File: config.mk
export PLATFORM = sky130hd
export DESIGN_NAME = first_fit_range_allocator
export DESIGN_NICKNAME = d
export VERILOG_FILES = /design/src/hdl/ffra_pkg.sv /design/src/hdl/first_fit_range_allocator.sv
export SDC_FILE = /design/constraint.sdc
export NUM_CORES = 2
export LEC_CHECK = 0
export ABC_CLOCK_PERIOD_IN_PS = 10600
export BUFFER_PORTS_ARGS = -buffer_cell sky130_fd_sc_hd__buf_2
export CORE_UTILIZATION = 39
export CTS_CLUSTER_DIAMETER = 30
export CTS_CLUSTER_SIZE = 30
export DETAILED_ROUTE_END_ITERATION = 10
export HOLD_SLACK_MARGIN = 0.12
export SLEW_MARGIN = 20
export SYNTH_ARGS = -nofsm -noshare
export SYNTH_HDL_FRONTEND = slang
export SYNTH_SLANG_ARGS = --single-unit
File: constraint.sdc
create_clock -name clk -period 10.6 [get_ports clk]
set_clock_uncertainty 0.1 [all_clocks]
set_input_delay 0.53 -clock clk [delete_from_list [all_inputs] [get_ports clk]]
set_output_delay 0.53 -clock clk [all_outputs]
set_load 0.02 [all_outputs]
File: src/hdl/ffra_pkg.sv
// Shared types and codes for the first-fit range allocator.
package ffra_pkg;

  localparam int SIZE_BITS = 21;
  localparam int LG_BITS   = 4;

  typedef enum logic [1:0] {
    ACT_ALLOC  = 2'd0,
    ACT_FREE   = 2'd1,
    ACT_RESIZE = 2'd2,
    ACT_NONE   = 2'd3
  } action_t;

  typedef enum logic [1:0] {
    ST_OK       = 2'd0,
    ST_NOSPACE  = 2'd1,
    ST_NOTFOUND = 2'd2,
    ST_FULL     = 2'd3
  } status_t;

endpackage

File: src/hdl/first_fit_range_allocator.sv
// First-fit range allocator: sorted allocation table in block memory with a sequencer.
//
// Input channel (in_valid/in_ready) takes one request: action, request_size,
// align_log2, target_offset. Output channel (out_valid/out_ready) returns one
// item per request: status and result_offset (zero on failure or free).
// Config channel (cfg_valid/cfg_ready) writes region_size; always ready.
//
// The table sits in one memory (offset and size arrays on a shared address)
// with one read and one write per cycle and registered read data. Each table
// step is a read state then a check or write state. A resize that must move
// costs the removal sweep plus a fresh allocation.
// One request is worked on at a time; a new one is taken as soon as the
// previous result has moved into the output register.
// Reset clears the entry count and sets region_size to 65536; no memory
// sweep is needed. A stalled receiver holds the output register; the block
// then finishes the next request and waits with its result until the output
// register frees.
module first_fit_range_allocator
  import ffra_pkg::*;
#(
  parameter int MAX_ENTRIES = 64,
  parameter int OFFSET_BITS = 20
) (
  input  logic                   clk,
  input  logic                   rst,
  input  logic                   cfg_valid,
  output logic                   cfg_ready,
  input  logic [SIZE_BITS-1:0]   cfg_data,
  input  logic                   in_valid,
  output logic                   in_ready,
  input  logic [1:0]             action,
  input  logic [SIZE_BITS-1:0]   request_size,
  input  logic [LG_BITS-1:0]     align_log2,
  input  logic [OFFSET_BITS-1:0] target_offset,
  output logic                   out_valid,
  input  logic                   out_ready,
  output logic [1:0]             status,
  output logic [OFFSET_BITS-1:0] result_offset
);

  localparam int AW = $clog2(MAX_ENTRIES);
  localparam int IW = $clog2(MAX_ENTRIES + 1);
  localparam int CW = ((OFFSET_BITS > SIZE_BITS) ? OFFSET_BITS : SIZE_BITS) + 3;
  localparam logic [IW-1:0] MAX_CNT = IW'(MAX_ENTRIES);

  typedef enum logic [11:0] {
    S_IDLE = 12'b000000000001,
    S_ARD  = 12'b000000000010,
    S_ACHK = 12'b000000000100,
    S_AEND = 12'b000000001000,
    S_SRD  = 12'b000000010000,
    S_SWR  = 12'b000000100000,
    S_FRD  = 12'b000001000000,
    S_FCHK = 12'b000010000000,
    S_NRD  = 12'b000100000000,
    S_RSZ  = 12'b001000000000,
    S_RRD  = 12'b010000000000,
    S_DONE = 12'b100000000000
  } state_t;

  state_t state;
  logic [SIZE_BITS-1:0]   region_size;
  logic [IW-1:0]          count;
  logic [IW-1:0]          ptr;
  logic [IW-1:0]          sh;
  logic [CW-1:0]          prev_end;
  logic [OFFSET_BITS-1:0] alloc_off;
  logic [OFFSET_BITS-1:0] ent_off;
  logic [CW-1:0]          next_off;
  logic                   next_pend;
  logic                   moving;
  action_t                act;
  logic [SIZE_BITS-1:0]   req_size;
  logic [LG_BITS-1:0]     req_lg;
  logic [OFFSET_BITS-1:0] req_target;
  status_t                res_status;
  logic [OFFSET_BITS-1:0] res_off;

  logic [OFFSET_BITS-1:0] mem_off  [MAX_ENTRIES];
  logic [SIZE_BITS-1:0]   mem_size [MAX_ENTRIES];
  logic [OFFSET_BITS-1:0] q_off;
  logic [SIZE_BITS-1:0]   q_size;
  logic                   mem_we;
  logic [IW-1:0]          ra_full;
  logic [IW-1:0]          wa_full;
  logic [OFFSET_BITS-1:0] wd_off;
  logic [SIZE_BITS-1:0]   wd_size;

  logic [CW-1:0] amask;
  logic [CW-1:0] cand;
  logic [CW-1:0] cand_end;
  logic [CW-1:0] q_end;
  logic [CW-1:0] span;
  logic [CW-1:0] rend;
  logic [CW-1:0] space;
  logic          sh_done;
  logic          rm_last;

  assign cfg_ready = 1'b1;
  assign in_ready  = (state == S_IDLE);

  assign span     = CW'(1) << OFFSET_BITS;
  assign rend     = (CW'(region_size) < span) ? CW'(region_size) : span;
  assign amask    = (CW'(1) << req_lg) - CW'(1);
  assign cand     = (prev_end + amask) & ~amask;
  assign cand_end = cand + CW'(req_size);
  assign q_end    = CW'(q_off) + CW'(q_size);
  assign space    = (next_off > CW'(ent_off)) ? next_off - CW'(ent_off) : '0;
  assign sh_done  = (sh == ptr);
  assign rm_last  = ((sh + 1'b1) == count);

  always_comb begin
    mem_we  = 1'b0;
    wa_full = sh;
    wd_off  = q_off;
    wd_size = q_size;
    ra_full = ptr;
    unique case (state)
      S_SRD: begin
        ra_full = sh - 1'b1;
        if (sh_done) begin
          mem_we  = 1'b1;
          wa_full = ptr;
          wd_off  = alloc_off;
          wd_size = req_size;
        end
      end
      S_SWR: mem_we = 1'b1;
      S_NRD: ra_full = ptr + 1'b1;
      S_RSZ: begin
        wa_full = ptr;
        wd_off  = ent_off;
        wd_size = req_size;
        mem_we  = !next_pend && (CW'(req_size) <= space);
      end
      S_RRD: begin
        ra_full = sh + 1'b1;
        mem_we  = next_pend;
        wa_full = sh - 1'b1;
      end
      default: ;
    endcase
  end

  // A read and a write can go out in the same cycle; the read data is then either
  // from a different entry than the one written or not used.
  always_ff @(posedge clk) begin
    if (mem_we) begin
      mem_off[wa_full[AW-1:0]]  <= wd_off;
      mem_size[wa_full[AW-1:0]] <= wd_size;
    end
    q_off  <= mem_off[ra_full[AW-1:0]];
    q_size <= mem_size[ra_full[AW-1:0]];
  end

  always_ff @(posedge clk) begin
    if (rst) begin
      state       <= S_IDLE;
      region_size <= SIZE_BITS'(65536);
      count       <= '0;
      out_valid   <= 1'b0;
      next_pend   <= 1'b0;
      moving      <= 1'b0;
    end else begin
      if (cfg_valid && cfg_ready) region_size <= cfg_data;
      if (state == S_DONE) out_valid <= 1'b1;
      else if (out_ready) out_valid <= 1'b0;
      unique case (state)
        S_IDLE: begin
          if (in_valid) begin
            act        <= action_t'(action);
            req_size   <= request_size;
            req_lg     <= align_log2;
            req_target <= target_offset;
            ptr        <= '0;
            prev_end   <= '0;
            moving     <= 1'b0;
            res_off    <= '0;
            res_status <= ST_OK;
            unique case (action_t'(action))
              ACT_ALLOC: begin
                if (count >= MAX_CNT) begin
                  res_status <= ST_FULL;
                  state      <= S_DONE;
                end else begin
                  state <= S_ARD;
                end
              end
              ACT_FREE, ACT_RESIZE: state <= S_FRD;
              default: state <= S_DONE;
            endcase
          end
        end
        S_ARD: state <= (ptr == count) ? S_AEND : S_ACHK;
        S_ACHK: begin
          if (cand_end <= CW'(q_off)) begin
            alloc_off <= cand[OFFSET_BITS-1:0];
            sh        <= count;
            state     <= S_SRD;
          end else begin
            if (q_end > prev_end) prev_end <= q_end;
            ptr   <= ptr + 1'b1;
            state <= S_ARD;
          end
        end
        S_AEND: begin
          if (cand_end > rend || cand >= span) begin
            res_status <= ST_NOSPACE;
            state      <= S_DONE;
          end else begin
            alloc_off <= cand[OFFSET_BITS-1:0];
            sh        <= count;
            state     <= S_SRD;
          end
        end
        S_SRD: begin
          if (sh_done) begin
            count   <= count + 1'b1;
            res_off <= alloc_off;
            state   <= S_DONE;
          end else begin
            state <= S_SWR;
          end
        end
        S_SWR: begin
          sh    <= sh - 1'b1;
          state <= S_SRD;
        end
        S_FRD: begin
          if (ptr == count) begin
            res_status <= ST_NOTFOUND;
            state      <= S_DONE;
          end else begin
            state <= S_FCHK;
          end
        end
        S_FCHK: begin
          if (q_off == req_target) begin
            ent_off <= q_off;
            sh      <= ptr;
            if (act == ACT_FREE) begin
              next_pend <= 1'b0;
              state     <= S_RRD;
            end else begin
              state <= S_NRD;
            end
          end else begin
            ptr   <= ptr + 1'b1;
            state <= S_FRD;
          end
        end
        S_NRD: begin
          if ((ptr + 1'b1) < count) begin
            next_pend <= 1'b1;
          end else begin
            next_pend <= 1'b0;
            next_off  <= rend;
          end
          state <= S_RSZ;
        end
        S_RSZ: begin
          if (next_pend) begin
            next_off  <= CW'(q_off);
            next_pend <= 1'b0;
          end else if (CW'(req_size) <= space) begin
            res_off <= ent_off;
            state   <= S_DONE;
          end else begin
            moving <= 1'b1;
            state  <= S_RRD;
          end
        end
        S_RRD: begin
          // next_pend marks read data waiting to be written one slot down
          if (next_pend) begin
            next_pend <= 1'b0;
          end else if (rm_last) begin
            count <= count - 1'b1;
            if (moving) begin
              ptr      <= '0;
              prev_end <= '0;
              state    <= S_ARD;
            end else begin
              state <= S_DONE;
            end
          end else begin
            sh        <= sh + 1'b1;
            next_pend <= 1'b1;
          end
        end
        S_DONE: begin
          if (!out_valid || out_ready) begin
            status        <= res_status;
            result_offset <= (res_status == ST_OK) ? res_off : '0;
            state         <= S_IDLE;
          end
        end
        default: state <= S_IDLE;
      endcase
    end
  end

  a_count_bound: assert property (@(posedge clk) disable iff (rst)
    count <= MAX_CNT)
    else $error("entry count above table depth");

  a_no_write_idle: assert property (@(posedge clk) disable iff (rst)
    (state == S_IDLE) |-> !mem_we)
    else $error("table write while idle");

  a_full_only_full: assert property (@(posedge clk) disable iff (rst)
    (state == S_DONE && res_status == ST_FULL) |-> (count == MAX_CNT))
    else $error("table full reported with free slots");

endmodule
==> metrics <==
fillcell total=26200; vias in the first global route=79400; nets=9866; ANT nets after route=0; Post-CTS Resized=0; sw power=13.2 mW; Clock transition at path regs=0.05 ns; setup TNS=0 ns; per-cell routed wire length=28.7 µm; IO buf count=96; P_int=27.9 mW; P_leak=51.8 nW; Final Cycle Share=89.2%; CTS root buf=clkbuf_16; synthesized flop and latch total=2896; fraction of layout cells with a size suffix above 1=13.4%; first-pass GRT wire length=573000 µm; Hold Crit Class=input pin to register; First-pass DRT Iterations=9; # rows=203; Initial Utilization=39.3%; fin. max-slew vios=0; mean post-synth cell area=13.3 µm²; Worst Slack Setup Final=1.14 ns; Power Density=281 nW/µm²; number of synthesis warnings=0; Post-Place Cell Area=127000 µm²; Syn-to-layout area delta=21.1%; minimum clock period=9.46 ns; footprint of the multi-input gates=32700 µm²; grt ovf=0; slew at the pin closest to its max-slew limit=1.30 ns; number of synthesized flops with an enable pin=2812; Final Wtd Congestion=0.891; highest clock rate=106 MHz; Die ar.=312000 µm²; H-tree depth=6; CP arrival=10.00 ns; Max IR drop VDD=0.255 mV; Die Width=559 µm; pre-CTS setup slack=1.22 ns; power share of the sequential group=36.1%; postcts setup bufs=0; drt drc=0; I/O pins=98; Core ar.=307000 µm²; Final Util=47.7%; r2r worst-path depth=32; Final Hold Fails=0; Synth Flop Type=edfxtp_1; largest net degree at the start of global routing=155; CTS tree=yes; Worst Setup SP=req_lg[3]$_DFFE_PP_; via count=82500; Switching Fraction=32.1%; clock latency at the later pin of the worst-skew pair=1.04 ns; endpoint type of the worst setup path=register; max-cap violation count=0; outcome=complete, no violations; Worst path max stage delay=0.70 ns; startpoint types=register; Max-slew headroom=13.3%; placed cell count=13000; starting DRC count in detailed routing=10800; combinational power share=22.9%; clk buf depth=4; Post-Route WL=406000 µm; register area=86100 µm²; Cell Count, Final, Fillers Out=14100; die height=559 µm; Post-Syn Instances=9112; synthesized area=121000 µm²; number of setup violations in the final report=0; Num CTS Buffers=536; Slowest-stage cell, CP=or4b_2; CP most frequent cell=a21o_1; GRT Total Usage=25.5%; Req. time, crit path=11.14 ns; antenna violations before repair=26; Synth async-reset ratio=0%; final instance area=146000 µm²; Vias/cell=5.83; critical path class=register to register; clock share of power=41.1%; TritonCTS Sinks=2896; Seq/Total Area, Yosys=71.3%; Post-DP HPWL=229000 µm; worst-path maximum fanout=20; FF-to-FF setup slack=1.14 ns; worst r2r src=req_lg[3]$_DFFE_PP_; critical path endpoint=alloc_off[0]$_DFFE_PP_; post-synth cell types=95; RR Endpoint=alloc_off[0]$_DFFE_PP_; unrepaired setup endpoints after global routing=false
==> how the worst min path moves through the flow <==
stage	startpoint	to	slack (ns)	cells after the start
after global placement	region_size[0]$_SDFFE_PP0P_	region_size[0]$_SDFFE_PP0P_	0.38	2
after floorplan	res_status[1]$_DFFE_PP_	status[1]$_DFFE_PP_	0.33	0
after CTS	action[0]	act[0]$_DFFE_PP_	0.12	2
after global routing	request_size[17]	req_size[17]$_DFFE_PP_	0.16	2
after detailed placement	region_size[2]$_SDFFE_PP0P_	region_size[2]$_SDFFE_PP0P_	0.39	2
final	action[0]	act[0]$_DFFE_PP_	0.16	2
==> power groups by stage <==
stage | Combinational, mW | Sequential, mW | Clock [mW]
2_1_floorplan | 5.70 | 14.9 | 0
3_3_place_gp | 9.01 | 15.0 | 0
3_5_place_dp | 9.14 | 15.0 | 0
4_1_cts | 9.24 | 14.8 | 17.0
5_1_grt | 10.0 | 14.8 | 17.5
6_report | 9.40 | 14.8 | 16.9
==> metrics by stage <==
stage	power (mW)	hold WS, ns
after detailed placement	24.1	0.386
after global routing	42.4	0.158
after CTS	41.0	0.120
after global placement	24.0	0.379
final	41.1	0.164
after floorplan	20.6	0.327
==> routing by layer <==
| metal | track usage [%] | wire (µm) |
|---|---|---|
| met1 | 34.1 | 159000 |
| met2 | 39.9 | 185000 |
| met3 | 5.34 | 43700 |
| met4 | 11.4 | 18400 |
| met5 | 0 | 126 |
==> state kept, by name, indices dropped and copies added, names as in the netlist, 4 cells and up <==
signal	flops
mem_size	1344
mem_off	1280
prev_end	22
next_off	21
q_size	21
region_size	21
req_size	21
alloc_off	20
ent_off	20
q_off	20
req_target	20
res_off	20
result_offset	20
state	12
count	7
ptr	7
sh	7
req_lg	4
==> timing repair <==
| item | CTS | global route |
|---|---|---|
| endpoints found under the setup margin | 0 | 0 |
| hold buffers | 140 | 0 |
| endpoints found under the hold margin | 85 | 0 |
==> final cells by class <==
class,instances,share of cell area (%)
antenna,9,0.0154
clock buffer,620,9.52
clock inverter,354,2.82
inverter,93,0.239
multi-input combinational,5585,22.3
sequential,2896,58.8
tap,4100,3.51
timing repair buffer,490,2.72
==> cells by family (layout without fill, tap and decap cells) <==
kind of cell | after synthesis | count (layout) | synth area share (%)
buffers and inverters | 634 | 1557 | 2.37
AOI/OAI and AO/OA | 1122 | 1122 | 6.67
adders and majority gates | 191 | 191 | 2.01
and+or+nand+nor | 3787 | 3787 | 13.8
muxes | 351 | 351 | 2.91
xor gates and xnor gates | 129 | 129 | 0.935
DFF | 2896 | 2896 | 71.3
other | 2 | 14 | 0.00622
==> cell usage after synthesis (all sizes together) (11+ instances only) <==
library cell | count | share of area, %
dfxtp | 84 | 1.4
buf | 331 | 1.4
edfxtp | 2812 | 70
xor2 | 56 | 0.41
o21a | 28 | 0.17
o22ai | 37 | 0.19
a221oi | 102 | 0.74
or3 | 12 | 0.062
a221o | 34 | 0.28
nand2b | 27 | 0.14
and3 | 171 | 0.89
nor4 | 37 | 0.21
o21ai | 151 | 0.63
or4 | 22 | 0.14
ha | 186 | 1.9
and2 | 53 | 0.27
clkbuf | 210 | 0.65
a211oi | 14 | 0.087
a31oi | 135 | 0.70
o21bai | 11 | 0.068
a211o | 17 | 0.12
nor3 | 137 | 0.57
mux2i | 349 | 2.9
a2111oi | 14 | 0.11
o2111ai | 24 | 0.17
nand2 | 2224 | 6.9
o31ai | 13 | 0.081
o211ai | 14 | 0.099
a21oi | 185 | 0.77
a22oi | 24 | 0.15
a32o | 28 | 0.23
a311oi | 121 | 0.88
nor2b | 31 | 0.16
xnor2 | 73 | 0.53
nand3 | 775 | 3.2
a21o | 67 | 0.42
nor2 | 187 | 0.60
nand4 | 70 | 0.36
inv | 91 | 0.28
a32oi | 51 | 0.37
==> layout by cell type (no fill, tap or decap), drive strengths merged, types with 84 or more instances in the layout <==
master	instances
clkbuf	621
ha	186
a221oi	102
dfxtp	84
inv	133
o21ai	151
buf	349
a311oi	121
dlygate4sd3	140
nand3	775
mux2i	349
a31oi	135
and3	171
edfxtp	2812
nand2	2224
nor2	187
nor3	137
a21oi	185
clkinv	198
==> critical path: cells and delay by family (launching register included) <==
kind | cells | cell delay (ns)
AOI/OAI and AO/OA | 14 | 3.61
and+or+nand+nor | 9 | 2.22
adders and majority gates | 4 | 1.40
DFF | 1 | 0.59
buffers and inverters | 2 | 0.63
xor gates and xnor gates | 2 | 0.44
muxes | 1 | 0.10
Power figures use the tool's default switching activity.
